$ cat config.mk
export PLATFORM = sky130hd
export DESIGN_NAME = bakhshali_square_root_unit_flat
export DESIGN_NICKNAME = d
export VERILOG_FILES = /design/src/rtl/core/bsr_pkg.sv /design/src/rtl/core/bsr_req_if.sv /design/src/rtl/core/bsr_rsp_if.sv /design/src/rtl/core/bsr_muldiv.sv /design/src/rtl/core/bakhshali_square_root_unit.sv /design/src/flat_wrapper.sv
export SDC_FILE = /design/constraint.sdc
export NUM_CORES = 2
export LEC_CHECK = 0
export ABC_CLOCK_PERIOD_IN_PS = 9050
export BUFFER_PORTS_ARGS = -buffer_cell sky130_fd_sc_hd__buf_4
export CAP_MARGIN = 0
export CORE_ASPECT_RATIO = 1.2
export CORE_MARGIN = 5
export CORE_UTILIZATION = 57
export DETAILED_ROUTE_END_ITERATION = 10
export PLACE_DENSITY = 0.8
export SLEW_MARGIN = 20
export SYNTH_ARGS = -nofsm -noshare
export SYNTH_HDL_FRONTEND = slang
export SYNTH_SLANG_ARGS = --single-unit
$ cat constraint.sdc
create_clock -name clock -period 9.05 [get_ports clock]
set_clock_uncertainty 0.15 [all_clocks]
set_input_delay 1.81 -clock clock [delete_from_list [all_inputs] [get_ports clock]]
set_output_delay 1.81 -clock clock [all_outputs]
set_load 0.02 [all_outputs]
$ cat src/rtl/core/bsr_pkg.sv
// ----------------------------------------------------------------------------
// bsr_pkg
// shared types and constants of the bakhshali square root unit
// ----------------------------------------------------------------------------
`timescale 1ns / 1ps
`default_nettype none

package bsr_pkg;

   localparam int FIELD_WIDTH = 32;
   localparam int LIMIT_WIDTH = 8;

   // register indexes of the csr port
   localparam logic CSR_EPSILON    = 1'b0;
   localparam logic CSR_ITER_LIMIT = 1'b1;

   localparam logic [FIELD_WIDTH-1:0] EPSILON_RESET    = 32'd6554;
   localparam logic [LIMIT_WIDTH-1:0] ITER_LIMIT_RESET = 8'd16;

   typedef enum logic {
      MD_MUL = 1'b0,
      MD_DIV = 1'b1
   } md_op_type;

   typedef struct packed {
      logic      start;
      md_op_type op;
   } md_ctrl_type;

   typedef struct packed {
      logic done;
      logic ovf;
   } md_stat_type;

   typedef enum logic [10:0] {
      ST_IDLE   = 11'b000_0000_0001,
      ST_CHECK  = 11'b000_0000_0010,
      ST_SQ     = 11'b000_0000_0100,
      ST_RES    = 11'b000_0000_1000,
      ST_TEST   = 11'b000_0001_0000,
      ST_DIV1   = 11'b000_0010_0000,
      ST_BCALC  = 11'b000_0100_0000,
      ST_MUL2   = 11'b000_1000_0000,
      ST_DIV2   = 11'b001_0000_0000,
      ST_FINISH = 11'b010_0000_0000,
      ST_SPARE  = 11'b100_0000_0000
   } bsr_state_type;

endpackage

`default_nettype wire

$ cat src/rtl/core/bsr_req_if.sv
// ----------------------------------------------------------------------------
// bsr_req_if
// request channel: radicand and starting guess
// ----------------------------------------------------------------------------
`timescale 1ns / 1ps
`default_nettype none

interface bsr_req_if;
   logic        valid;
   logic        ready;
   logic [31:0] radicand;
   logic [31:0] start_guess;

   modport source (output valid, output radicand, output start_guess, input ready);
   modport sink (input valid, input radicand, input start_guess, output ready);
endinterface

`default_nettype wire

$ cat src/rtl/core/bsr_rsp_if.sv
// ----------------------------------------------------------------------------
// bsr_rsp_if
// response channel: root and status
// ----------------------------------------------------------------------------
`timescale 1ns / 1ps
`default_nettype none

interface bsr_rsp_if;
   logic        valid;
   logic        ready;
   logic [31:0] root;
   logic        converged;
   logic        div_error;
   logic [7:0]  steps_used;

   modport source (output valid, output root, output converged, output div_error,
                   output steps_used, input ready);
   modport sink (input valid, input root, input converged, input div_error,
                 input steps_used, output ready);
endinterface

`default_nettype wire

$ cat src/rtl/core/bsr_muldiv.sv
// ----------------------------------------------------------------------------
// bsr_muldiv
// shared shift-add multiplier and restoring divider on one adder
// ----------------------------------------------------------------------------
`timescale 1ns / 1ps
`default_nettype none

module bsr_muldiv
   import bsr_pkg::*;
#(
   parameter int VW = 32,
   parameter int NW = 64
) (
   input  wire logic              clock,
   input  wire logic              reset,
   input  wire md_ctrl_type       ctrl,
   input  wire logic [VW-1:0]     mul_a,
   input  wire logic [VW-1:0]     mul_b,
   input  wire logic [NW-1:0]     div_num,
   input  wire logic [VW+1:0]     div_den,
   output md_stat_type            stat,
   output logic [2*VW-1:0]        product,
   output logic [VW:0]            quotient
);

   localparam int PW   = 2 * VW;
   localparam int HW   = NW - VW - 1;
   localparam int REMW = VW + 2;
   localparam int AW0  = (PW > HW) ? PW : HW;
   localparam int AW   = (AW0 > REMW + 1) ? AW0 : REMW + 1;
   localparam int CW   = $clog2(VW + 1);

   logic            busy_ff, busy_in;
   logic            done_ff, done_in;
   logic            ovf_ff, ovf_in;
   md_op_type       op_ff, op_in;
   logic [CW-1:0]   cnt_ff, cnt_in;
   logic [PW-1:0]   acc_ff, acc_in;
   logic [PW-1:0]   mb_ff, mb_in;
   logic [VW-1:0]   ma_ff, ma_in;
   logic [REMW-1:0] rem_ff, rem_in;
   logic [REMW-1:0] den_ff, den_in;
   logic [VW:0]     num_ff, num_in;
   logic [VW:0]     quo_ff, quo_in;

   logic [AW-1:0]   add_x, add_y;
   logic            add_cin;
   logic [AW:0]     add_sum;
   logic            carry;

   // the one adder, shared by all operations
   always_comb begin
      if (!busy_ff) begin
         add_x   = AW'(div_num >> (VW + 1));
         add_y   = ~AW'(div_den);
         add_cin = 1'b1;
      end else if (op_ff == MD_MUL) begin
         add_x   = AW'(acc_ff);
         add_y   = AW'(mb_ff);
         add_cin = 1'b0;
      end else begin
         add_x   = AW'({rem_ff, num_ff[VW]});
         add_y   = ~AW'(den_ff);
         add_cin = 1'b1;
      end
      add_sum = (AW+1)'(add_x) + (AW+1)'(add_y) + (AW+1)'(add_cin);
      carry   = add_sum[AW];
   end

   always_comb begin
      busy_in = busy_ff;
      done_in = 1'b0;
      ovf_in  = ovf_ff;
      op_in   = op_ff;
      cnt_in  = cnt_ff;
      acc_in  = acc_ff;
      mb_in   = mb_ff;
      ma_in   = ma_ff;
      rem_in  = rem_ff;
      den_in  = den_ff;
      num_in  = num_ff;
      quo_in  = quo_ff;
      if (!busy_ff) begin
         if (ctrl.start) begin
            op_in = ctrl.op;
            if (ctrl.op == MD_MUL) begin
               busy_in = 1'b1;
               ovf_in  = 1'b0;
               cnt_in  = CW'(VW - 1);
               acc_in  = '0;
               mb_in   = PW'(mul_b);
               ma_in   = mul_a;
            end else if (carry) begin
               // quotient does not fit in VW+1 bits
               done_in = 1'b1;
               ovf_in  = 1'b1;
            end else begin
               busy_in = 1'b1;
               ovf_in  = 1'b0;
               cnt_in  = CW'(VW);
               rem_in  = add_x[REMW-1:0];
               den_in  = div_den;
               num_in  = div_num[VW:0];
               quo_in  = '0;
            end
         end
      end else begin
         if (op_ff == MD_MUL) begin
            if (ma_ff[0]) begin
               acc_in = add_sum[PW-1:0];
            end
            mb_in = mb_ff << 1;
            ma_in = ma_ff >> 1;
         end else begin
            rem_in = carry ? add_sum[REMW-1:0] : add_x[REMW-1:0];
            quo_in = {quo_ff[VW-1:0], carry};
            num_in = num_ff << 1;
         end
         cnt_in = cnt_ff - CW'(1);
         if (cnt_ff == '0) begin
            busy_in = 1'b0;
            done_in = 1'b1;
         end
      end
   end

   always_ff @(posedge clock) begin
      if (reset) begin
         busy_ff <= 1'b0;
         done_ff <= 1'b0;
      end else begin
         busy_ff <= busy_in;
         done_ff <= done_in;
      end
      ovf_ff <= ovf_in;
      op_ff  <= op_in;
      cnt_ff <= cnt_in;
      acc_ff <= acc_in;
      mb_ff  <= mb_in;
      ma_ff  <= ma_in;
      rem_ff <= rem_in;
      den_ff <= den_in;
      num_ff <= num_in;
      quo_ff <= quo_in;
   end

   assign stat.done = done_ff;
   assign stat.ovf  = ovf_ff;
   assign product   = acc_ff;
   assign quotient  = quo_ff;

endmodule

`default_nettype wire

$ cat src/rtl/core/bakhshali_square_root_unit.sv
// ----------------------------------------------------------------------------
// bakhshali_square_root_unit
// iterative bakhshali square root refinement in unsigned fixed point
// ----------------------------------------------------------------------------
// throughput: one transaction at a time; the shared multiply/divide unit
//   runs two multiplies and two divides per step, one bit per cycle
// reset: synchronous active high; epsilon back to 6554, limit to 16,
//   sequencer idle and no response pending
`timescale 1ns / 1ps
`default_nettype none

module bakhshali_square_root_unit
   import bsr_pkg::*;
#(
   parameter int FRAC_BITS   = 16,
   parameter int VALUE_WIDTH = 32
) (
   input  wire logic        clock,
   input  wire logic        reset,
   bsr_req_if.sink          req_chan,
   bsr_rsp_if.source        rsp_chan,
   input  wire logic        csr_write_en,
   input  wire logic        csr_index,
   input  wire logic [31:0] csr_write_data
);

   localparam int VW  = VALUE_WIDTH;
   // residual width: covers x*x, s << frac and epsilon << frac
   localparam int RW0 = (2 * VW > VW + FRAC_BITS) ? 2 * VW : VW + FRAC_BITS;
   localparam int RW  = (RW0 > FIELD_WIDTH + FRAC_BITS) ? RW0 : FIELD_WIDTH + FRAC_BITS;
   localparam logic [VW-1:0] VMAX = '1;

   // control registers
   logic [FIELD_WIDTH-1:0] eps_ff, eps_in;
   logic [LIMIT_WIDTH-1:0] limit_ff, limit_in;

   // sequencer and datapath registers
   bsr_state_type          state_ff, state_in;
   logic [VW-1:0]          s_ff, s_in;
   logic [VW-1:0]          x_ff, x_in;
   logic [VW:0]            b_ff, b_in;
   logic [RW-1:0]          res_ff, res_in;
   logic                   neg_ff, neg_in;
   logic [LIMIT_WIDTH-1:0] steps_ff, steps_in;
   logic                   conv_ff, conv_in;
   logic                   derr_ff, derr_in;

   // response register
   logic                   rsp_valid_ff, rsp_valid_in;
   logic [31:0]            root_ff, root_in;
   logic                   rconv_ff, rconv_in;
   logic                   rderr_ff, rderr_in;
   logic [7:0]             rsteps_ff, rsteps_in;

   // shared unit hookup
   md_ctrl_type            md_ctrl;
   md_stat_type            md_stat;
   logic [VW-1:0]          mul_a;
   logic [RW-1:0]          div_num;
   logic [VW+1:0]          div_den;
   logic [2*VW-1:0]        md_prod;
   logic [VW:0]            md_quo;

   // datapath helpers
   logic [RW-1:0]          sq_ext, s_al, eps_al;
   logic [RW:0]            diff;
   logic [VW-1:0]          a_val;
   logic [VW:0]            b_val, xn_diff;

   bsr_muldiv #(
      .VW (VW),
      .NW (RW)
   ) u_muldiv (
      .clock    (clock),
      .reset    (reset),
      .ctrl     (md_ctrl),
      .mul_a    (mul_a),
      .mul_b    (mul_a),
      .div_num  (div_num),
      .div_den  (div_den),
      .stat     (md_stat),
      .product  (md_prod),
      .quotient (md_quo)
   );

   // config register writes
   always_comb begin
      eps_in   = eps_ff;
      limit_in = limit_ff;
      if (csr_write_en) begin
         case (csr_index)
            CSR_EPSILON:    eps_in   = csr_write_data;
            CSR_ITER_LIMIT: limit_in = csr_write_data[LIMIT_WIDTH-1:0];
            default:        eps_in   = eps_ff;
         endcase
      end
   end

   // residual |x*x - s|, aligned to 2*frac bits
   always_comb begin
      sq_ext = RW'(md_prod);
      s_al   = RW'(s_ff) << FRAC_BITS;
      eps_al = RW'(eps_ff) << FRAC_BITS;
      diff   = {1'b0, sq_ext} - {1'b0, s_al};
   end

   // correction a saturated, then b = x +/- a
   always_comb begin
      a_val = (md_stat.ovf || md_quo[VW]) ? VMAX : md_quo[VW-1:0];
      if (neg_ff) begin
         b_val = (a_val >= x_ff) ? '0 : {1'b0, x_ff} - {1'b0, a_val};
      end else begin
         b_val = {1'b0, x_ff} + {1'b0, a_val};
      end
      xn_diff = b_ff - md_quo;
   end

   // operand selection for the shared unit
   always_comb begin
      mul_a   = (state_ff == ST_BCALC) ? a_val : x_ff;
      div_num = (state_ff == ST_TEST) ? res_ff : RW'(md_prod);
      div_den = (state_ff == ST_TEST) ? {1'b0, x_ff, 1'b0} : {b_ff, 1'b0};
   end

   always_comb begin
      state_in     = state_ff;
      s_in         = s_ff;
      x_in         = x_ff;
      b_in         = b_ff;
      res_in       = res_ff;
      neg_in       = neg_ff;
      steps_in     = steps_ff;
      conv_in      = conv_ff;
      derr_in      = derr_ff;
      md_ctrl      = '{start: 1'b0, op: MD_MUL};
      rsp_valid_in = rsp_valid_ff && !rsp_chan.ready;
      root_in      = root_ff;
      rconv_in     = rconv_ff;
      rderr_in     = rderr_ff;
      rsteps_in    = rsteps_ff;
      case (state_ff)
         ST_IDLE: begin
            if (req_chan.valid) begin
               s_in     = VW'(req_chan.radicand);
               x_in     = VW'(req_chan.start_guess);
               steps_in = '0;
               conv_in  = 1'b0;
               derr_in  = 1'b0;
               state_in = ST_CHECK;
            end
         end
         ST_CHECK: begin
            // step budget test, then x*x
            if (steps_ff < limit_ff) begin
               md_ctrl  = '{start: 1'b1, op: MD_MUL};
               state_in = ST_SQ;
            end else begin
               state_in = ST_FINISH;
            end
         end
         ST_SQ: begin
            if (md_stat.done) begin
               state_in = ST_RES;
            end
         end
         ST_RES: begin
            neg_in   = !diff[RW] && (diff[RW-1:0] != '0);
            res_in   = diff[RW] ? RW'((RW+1)'(0) - diff) : diff[RW-1:0];
            state_in = ST_TEST;
         end
         ST_TEST: begin
            if (res_ff < eps_al) begin
               conv_in  = 1'b1;
               state_in = ST_FINISH;
            end else if (x_ff == '0) begin
               derr_in  = 1'b1;
               state_in = ST_FINISH;
            end else begin
               // a = res / 2x
               md_ctrl  = '{start: 1'b1, op: MD_DIV};
               state_in = ST_DIV1;
            end
         end
         ST_DIV1: begin
            if (md_stat.done) begin
               state_in = ST_BCALC;
            end
         end
         ST_BCALC: begin
            b_in = b_val;
            if (b_val == '0) begin
               derr_in  = 1'b1;
               state_in = ST_FINISH;
            end else begin
               // a*a
               md_ctrl  = '{start: 1'b1, op: MD_MUL};
               state_in = ST_MUL2;
            end
         end
         ST_MUL2: begin
            if (md_stat.done) begin
               // q = a*a / 2b
               md_ctrl  = '{start: 1'b1, op: MD_DIV};
               state_in = ST_DIV2;
            end
         end
         ST_DIV2: begin
            if (md_stat.done) begin
               // x = b - q, floored at zero and saturated
               if (md_stat.ovf || (md_quo >= b_ff)) begin
                  x_in = '0;
               end else if (xn_diff[VW]) begin
                  x_in = VMAX;
               end else begin
                  x_in = xn_diff[VW-1:0];
               end
               steps_in = steps_ff + LIMIT_WIDTH'(1);
               state_in = ST_CHECK;
            end
         end
         ST_FINISH: begin
            // hand over once the response register is free
            if (!rsp_valid_ff || rsp_chan.ready) begin
               rsp_valid_in = 1'b1;
               root_in      = 32'(x_ff);
               rconv_in     = conv_ff;
               rderr_in     = derr_ff;
               rsteps_in    = steps_ff;
               state_in     = ST_IDLE;
            end
         end
         default: begin
            state_in = ST_IDLE;
         end
      endcase
   end

   always_ff @(posedge clock) begin
      if (reset) begin
         eps_ff       <= EPSILON_RESET;
         limit_ff     <= ITER_LIMIT_RESET;
         state_ff     <= ST_IDLE;
         rsp_valid_ff <= 1'b0;
      end else begin
         eps_ff       <= eps_in;
         limit_ff     <= limit_in;
         state_ff     <= state_in;
         rsp_valid_ff <= rsp_valid_in;
      end
      s_ff      <= s_in;
      x_ff      <= x_in;
      b_ff      <= b_in;
      res_ff    <= res_in;
      neg_ff    <= neg_in;
      steps_ff  <= steps_in;
      conv_ff   <= conv_in;
      derr_ff   <= derr_in;
      root_ff   <= root_in;
      rconv_ff  <= rconv_in;
      rderr_ff  <= rderr_in;
      rsteps_ff <= rsteps_in;
   end

   assign req_chan.ready      = (state_ff == ST_IDLE);
   assign rsp_chan.valid      = rsp_valid_ff;
   assign rsp_chan.root       = root_ff;
   assign rsp_chan.converged  = rconv_ff;
   assign rsp_chan.div_error  = rderr_ff;
   assign rsp_chan.steps_used = rsteps_ff;

endmodule

`default_nettype wire

$ cat src/flat_wrapper.sv
// flat-port wrapper written by rule: the top's interface ports become plain ports
module bakhshali_square_root_unit_flat import bsr_pkg::*;
#(
   parameter int FRAC_BITS   = 16,
   parameter int VALUE_WIDTH = 32
)
  (clock, reset, csr_write_en, csr_index, csr_write_data, req_chan_valid, req_chan_radicand, req_chan_start_guess, req_chan_ready, rsp_chan_valid, rsp_chan_root, rsp_chan_converged, rsp_chan_div_error, rsp_chan_steps_used, rsp_chan_ready);
  bsr_req_if req_chan_i ();
  bsr_rsp_if rsp_chan_i ();
  input  wire logic clock;
  input  wire logic reset;
  input  wire logic csr_write_en;
  input  wire logic csr_index;
  input  wire logic [31:0] csr_write_data;
  input wire logic [$bits(req_chan_i.valid)-1:0] req_chan_valid;
  input wire logic [$bits(req_chan_i.radicand)-1:0] req_chan_radicand;
  input wire logic [$bits(req_chan_i.start_guess)-1:0] req_chan_start_guess;
  output wire logic [$bits(req_chan_i.ready)-1:0] req_chan_ready;
  output wire logic [$bits(rsp_chan_i.valid)-1:0] rsp_chan_valid;
  output wire logic [$bits(rsp_chan_i.root)-1:0] rsp_chan_root;
  output wire logic [$bits(rsp_chan_i.converged)-1:0] rsp_chan_converged;
  output wire logic [$bits(rsp_chan_i.div_error)-1:0] rsp_chan_div_error;
  output wire logic [$bits(rsp_chan_i.steps_used)-1:0] rsp_chan_steps_used;
  input wire logic [$bits(rsp_chan_i.ready)-1:0] rsp_chan_ready;
  assign req_chan_i.valid = req_chan_valid;
  assign req_chan_i.radicand = req_chan_radicand;
  assign req_chan_i.start_guess = req_chan_start_guess;
  assign req_chan_ready = req_chan_i.ready;
  assign rsp_chan_valid = rsp_chan_i.valid;
  assign rsp_chan_root = rsp_chan_i.root;
  assign rsp_chan_converged = rsp_chan_i.converged;
  assign rsp_chan_div_error = rsp_chan_i.div_error;
  assign rsp_chan_steps_used = rsp_chan_i.steps_used;
  assign rsp_chan_i.ready = rsp_chan_ready;
  bakhshali_square_root_unit #(.FRAC_BITS(FRAC_BITS), .VALUE_WIDTH(VALUE_WIDTH)) u_core (.clock(clock), .reset(reset), .req_chan(req_chan_i), .rsp_chan(rsp_chan_i), .csr_write_en(csr_write_en), .csr_index(csr_index), .csr_write_data(csr_write_data));
endmodule
Word level (Yosys, flattened, before mapping)

Cells that the tools add are included.

Add/subtract/negate cells: 9
Magnitude comparators: 4
Equality and inequality tests: 26
Muxes and demuxes: 90
Bitwise logic cells: 5
Reduce and logical (&&, ||, !) cells: 31

Operators with widths:

| cell                    | count |
|---|---|
| $mux W64                | 15 |
| $mux W33                | 12 |
| $mux W32                | 10 |
| $mux W34                | 7 |
| $not A34 Y64            | 2 |
| $pmux W11 S10           | 1 |
| $mux W11                | 7 |
| $add A64 B64 Y65        | 1 |
| $add A65 B1 Y65         | 1 |
| $sub A64 B48 Y65        | 1 |
| $lt A64 B48 Y1          | 1 |
| $pmux W32 S2            | 1 |
| $reduce_bool A64 Y1     | 1 |
| $sub A1 B64 Y64 const A | 1 |
| $add A32 B32 Y33        | 1 |
| $ge A33 B33 Y1          | 1 |
| $logic_not A33 Y1       | 1 |
| $sub A32 B32 Y33        | 1 |
| $sub A33 B33 Y33        | 1 |
| $ge A32 B32 Y1          | 1 |
| $logic_not A32 Y1       | 1 |
| $mux W10                | 3 |
| $mux W6                 | 4 |
| $ne A2 B2 Y1 const B    | 11 |
| other kinds (34)        | 79 |

Register bits after elaboration: 570
Bits of input ports: 102
Output and inout port bits: 44
Logic and storage cells: 193

Logic depth before layout (Yosys ltp)

Depth in word-level cells: 11
Gate-level depth with buffers: 26
Mapped depth without buffers: 21

By module

From an unflattened synthesis, not the netlist that was laid out.

Cells, all modules: 4260
Area total of the unflattened synthesis: 39143.8 µm²

Modules (own cells, without submodules):

| module                     | instances | cells an instance | area an instance (µm²) | sequential area each (µm²) |
|---|---|---|---|---|
| bakhshali_square_root_unit | 1         | 2659              | 21393.0                | 7447.1 |
| bsr_muldiv                 | 1         | 1601              | 17750.8                | 9108.7 |

Least setup slack after synthesis

Ideal clock, no wire load.

Path kind: register to register
Start: register u_core.state_ff[1]
End: register u_core.u_muldiv.num_ff[0], enable pin
Library setup time: 0.457 ns
Arrival: 8.185 ns
Required time: 8.443 ns
Path slack: 0.258 ns
Stages on the path, launching flop included: 24
Path buffers: 5
Period minus slack after synthesis: 8.792 ns
Cell sequence: dfxtp_1 -> clkbuf_1 -> nor3_1 -> and2_1 -> and4b_1 -> clkbuf_1 -> buf_1 -> mux2i_1 -> mux2i_1 -> ha_1 -> clkbuf_1 -> a211oi_1 -> o211ai_1 -> a221oi_1 -> nand4_1 -> o21a_1 -> a221o_1 -> a221o_1 -> a31oi_1 -> nand4_1 -> a31oi_1 -> clkbuf_1 -> and2_1 -> a21o_1

Longest elaborated chain between the ends: 8
Elaborated cells on any way between the ends: 16
Those cells by class: add/sub (2); eq/ne (5); mux (5); bitwise (1); reduce/logical (3)

RTL lines:

| what                                 | RTL line                                                                                                | RTL |
|---|---|---|
| from (decl)                          | bakhshali_square_root_unit.sv:38                                                                        | `bsr_state_type state_ff, state_in;` |
| from (signal assigned)               | bakhshali_square_root_unit.sv:247                                                                       | `state_ff <= state_in;` |
| $eq A11 B5 Y1                        | bakhshali_square_root_unit.sv:121, bakhshali_square_root_unit.sv:122, bakhshali_square_root_unit.sv:141 |  |
| $mux W34                             | bakhshali_square_root_unit.sv:122                                                                       | `div_den = (state_ff == ST_TEST) ? {1'b0, x_ff, 1'b0} : {b_ff, 1'b0};` |
| $not A34 Y64                         | bsr_muldiv.sv:55                                                                                        | `add_y = ~AW'(div_den);` |
| $mux W64                             | bsr_muldiv.sv:53                                                                                        | `if (!busy_ff) begin` |
| $add A64 B64 Y65                     | bsr_muldiv.sv:66                                                                                        | `add_sum = (AW+1)'(add_x) + (AW+1)'(add_y) + (AW+1)'(add_cin);` |
| $add A65 B1 Y65                      | bsr_muldiv.sv:66                                                                                        |  |
| $ne A2 B2 Y1 (no source line)        | n/a                                                                                                     |  |
| $reduce_and A4 Y1 (no source line) * | n/a                                                                                                     |  |
| to (signal assigned)                 | bsr_muldiv.sv:143                                                                                       | `num_ff <= num_in;` |
| to (decl)                            | bsr_muldiv.sv:43                                                                                        | `logic [VW:0] num_ff, num_in;` |

Every way passes the cells marked *; elsewhere a longest branch is shown, timed or not.
A chain may end at the register's enable or synchronous reset.

Worst setup path in the final report

Start: register u_core.u_muldiv.quo_ff[32], in the netlist u_core.u_muldiv.quotient[32]
End: register u_core.u_muldiv.ma_ff[18], enable pin

Longest elaborated chain between the ends: 10
Elaborated cells on any way between the ends: 12
Those cells by class: add/sub (2); order compare (1); mux (5); reduce/logical (4)

RTL lines:

| what                                                      | RTL line                          | RTL |
|---|---|---|
| from (decl)                                               | bsr_muldiv.sv:44                  | `logic [VW:0] quo_ff, quo_in;` |
| from (signal assigned)                                    | bsr_muldiv.sv:144                 | `quo_ff <= quo_in;` |
| $logic_or A1 B1 Y1 *                                      | bakhshali_square_root_unit.sv:109 | `a_val = (md_stat.ovf \|\| md_quo[VW]) ? VMAX : md_quo[VW-1:0];` |
| $mux W32 *                                                | bakhshali_square_root_unit.sv:109 |  |
| $sub A32 B32 Y33 / $ge A32 B32 Y1 (equally long branches) | bakhshali_square_root_unit.sv:111 | `b_val = (a_val >= x_ff) ? '0 : {1'b0, x_ff} - {1'b0, a_val};` |
| $mux W33                                                  | bakhshali_square_root_unit.sv:111 |  |
| $mux W33 *                                                | bakhshali_square_root_unit.sv:110 | `if (neg_ff) begin` |
| $logic_not A33 Y1 *                                       | bakhshali_square_root_unit.sv:191 | `if (b_val == '0) begin` |
| $mux W2 *                                                 | bakhshali_square_root_unit.sv:191 |  |
| $pmux W2 S4 *                                             | bakhshali_square_root_unit.sv:141 | `case (state_ff)` |
| $reduce_bool A2 Y1 (no source line) *                     | n/a                               |  |
| $reduce_and A3 Y1 (no source line) *                      | n/a                               |  |
| to (signal assigned)                                      | bsr_muldiv.sv:140                 | `ma_ff <= ma_in;` |
| to (decl)                                                 | bsr_muldiv.sv:40                  | `logic [VW-1:0] ma_ff, ma_in;` |

Marks and branches as above.

==> flow_metrics.tcl <==
set metrics [dict create \
    hold_path_class "reg2reg" \
    rows 103 \
    period_share_pct 85.4 \
    initial_core_util_pct 57.4 \
    grt_pass1_vias 30200 \
    dp_cells 4786 \
    clockBufferDepth 3 \
    tritoncts "built" \
    required_ns 9.26 \
    power_uw 7350 \
    p_leak_uw 0.0164 \
    reg2reg_slack_ns 1.32 \
    routed_via_density 6.43 \
    die-area_um2 71300 \
    track_usage_pct 30.8 \
    clock-sinks 568 \
    antenna_found_initial 1 \
    post-route-min-period_ns 7.73 \
    seq_area_um2 16500 \
    hpwl_um 85000 \
    overflow 0 \
    cts_max_level 2 \
    max_freq_mhz 129 \
    cts_setup_buffers 0 \
    hold_end "u_core.rsp_chan.converged$_DFFE_PP_" \
    ys_seq_area_share_pct 43.9 \
    synth_most_common_cell "edfxtp_1" \
    syn_inst 3967 \
    setup_violations 0 \
    critPathMaxFanout 78 \
    hold_viol 0 \
    synth_ff_type "edfxtp_1" \
    worstPathArrival_ns 7.94 \
    crit_path_start_kind "flop" \
    hold_path.startpoint "u_core.conv_ff$_DFFE_PP_" \
    worstHoldPathCells 0 \
    io_buffers 145 \
    clkSlewWorstSetupHoldPaths_ns 0.06 \
    drc 0 \
    num_vias 31500 \
    async_flop_share_pct 0 \
    ys_ff_latch 568 \
    grt_max_degree 240 \
    drv_cap 0 \
    avgRoutedWirePerCell_um 23.5 \
    diodes 0 \
    ir_drop_uv 157 \
    rsz0062_at_grt "false" \
    num-fill-cells 5348 \
    first_pass_iters 8 \
    slew_viol_final 0 \
    worst_pin_slew_ns 1.09 \
    syn_nets 4309 \
    numCtsBuffers 60 \
    outcome "finished clean" \
    yosysTopAreaCellShare_pct 41.1 \
    io_pins 146 \
    synth.largest_area_cell "edfxtp_1" \
    grt_first_pass_wirelength_um 173000 \
    synth_warnings 0 \
    cts_root_buf "clkbuf_16" \
    die_x_um 245 \
    syn-cell-area_um2 37600 \
    timing.rr.end "u_core.u_muldiv.ma_ff[18]$_DFFE_PP_" \
    area_delta_synth_final_pct 10.1 \
    criticalPathCategory "reg2reg" \
    finalWirelength_um 115000 \
    power_density_nw_per_um2 177 \
    multi_input_area_um2 19500 \
    place_congestion 1.02 \
    yosys-top-cells-count "edfxtp_1 (515), nand2_1 (391), nor2_1 (369)" \
    synth_edf_count 515 \
    nets 4350 \
    cts_hold_buf 0 \
    drt-initial-drc-count 3381 \
    die_y_um 291 \
    synth_area_per_cell_um2 9.49 \
    drive_gt1_share_pct 8.15 \
    setup_tns_ns 0 \
    final_cells 4900 \
    reg2regPathDepth 16 \
    worstReg2RegStart "u_core.u_muldiv.quotient[32]$_SDFFCE_PN0P_" \
    drtAntennaViolNets 0 \
    synth_cell_types 86 \
    worst_setup_path_end_kind "flop" \
    synth.area.top_cells "edfxtp_1 (41%), ha_1 (7.8%), nand2_1 (3.9%)" \
    placeableCoreArea_um2 65600 \
    clock_latency_ns 0.65 \
    cts_resized 0 \
    maxSlewHeadroom_pct 27.1 \
]
## through the flow
step	cell area (µm²)	util (%)	hold slack, ns	worst slack [ns]
after floorplan	37600	-	0.250	0.258
after global placement	39400	60.0	0.265	1.60
after detailed placement	39400	60.0	0.258	1.37
after CTS	41400	63.1	0.272	1.37
after global routing	41400	63.1	0.281	1.03
final	41400	63.1	0.271	1.32
## per-layer routing
layer | routed length [µm] | track usage [%]
met1 | 43900 | 37.7
met2 | 55700 | 53.0
met5 | 20 | 0
met3 | 8090 | 4.29
met4 | 7270 | 15.9
## flip-flops by register name, indices dropped and copies added (netlist names), 6 cells and up
| register | flops |
|---|---|
| u_core.steps_ff | 8 |
| u_core.x_ff | 32 |
| u_core.state_ff | 10 |
| u_core.eps_ff | 32 |
| u_core.limit_ff | 8 |
| u_core.u_muldiv.quotient | 33 |
| u_core.u_muldiv.den_ff | 33 |
| u_core.u_muldiv.cnt_ff | 6 |
| u_core.u_muldiv.num_ff | 33 |
| u_core.u_muldiv.ma_ff | 32 |
| u_core.u_muldiv.rem_ff | 34 |
| u_core.res_ff | 64 |
| u_core.rsp_chan.steps_used | 8 |
| u_core.b_ff | 33 |
| u_core.u_muldiv.product | 64 |
| u_core.u_muldiv.mb_ff | 64 |
| u_core.s_ff | 32 |
| u_core.rsp_chan.root | 32 |
## worst max-delay path by stage
stage | start | endpoint | cells after the start
after floorplan | u_core.state_ff[1]$_SDFFE_PP0P_ | u_core.u_muldiv.num_ff[0]$_SDFFCE_PP0P_ | 23
after global placement | u_core.u_muldiv.quotient[32]$_SDFFCE_PN0P_ | u_core.u_muldiv.mb_ff[18]$_DFFE_PP_ | 16
after CTS | u_core.u_muldiv.quotient[32]$_SDFFCE_PN0P_ | u_core.u_muldiv.ma_ff[18]$_DFFE_PP_ | 16
final | u_core.u_muldiv.quotient[32]$_SDFFCE_PN0P_ | u_core.u_muldiv.ma_ff[18]$_DFFE_PP_ | 16
after global routing | u_core.u_muldiv.quotient[32]$_SDFFCE_PN0P_ | u_core.u_muldiv.ma_ff[19]$_DFFE_PP_ | 16
after detailed placement | u_core.u_muldiv.quotient[32]$_SDFFCE_PN0P_ | u_core.u_muldiv.ma_ff[19]$_DFFE_PP_ | 16
## cells by family (layout without fill, tap and decap cells)
group                      Yosys count  in the layout  synth area share, %
and+or+nand+nor                   1264           1264                 15.9
AOI/OAI and AO/OA                 1131           1131                 19.5
DFF                                568            568                 43.9
buffers and inverters              432            525                 4.40
adders and majority gates          240            240                 8.10
xor gates and xnor gates           205            205                 4.77
muxes                              127            127                 3.39
## cell usage in the layout, fill, tap and decap left out, drive strengths merged, types with 37 or more instances in the layout
cell type,count
edfxtp,515
nand2,391
nor2,369
o21ai,288
a21oi,251
ha,234
inv,232
buf,185
a21o,167
xnor2,124
mux2i,123
and2,89
xor2,81
nor3,73
clkbuf,71
o211ai,60
a211oi,59
or3,55
nand3,53
dfxtp,53
o21bai,40
nor2b,40
o21a,37
## critical path, stage by stage (launching register included)
cell       delay (ns)
edfxtp_1         0.40
or2_2            0.61
nor2_1           0.31
inv_1            0.07
ha_1             0.48
or4b_4           0.57
or4_4            0.46
o41ai_4          0.35
a21oi_1          0.24
nor2_1           0.81
nor2_1           0.11
o32ai_1          0.38
o2111ai_1        0.22
or4_4            0.62
or3_4            0.43
a221o_4          0.77
buf_4            0.39
## power breakdown
group          internal [µW]  switching (µW)
registers               3040             125
logic                    595            1000
clock network           1480            1110
## area by class of cell
cell class	count	share of cell area [%]
clock inverter	43	1.07
timing repair buffer	185	3.41
clock buffer	71	3.88
tap	840	2.54
multi-input combinational	2967	47.1
sequential	568	39.9
inverter	226	2.06
Note: power is estimated with default switching activity, not from simulation.
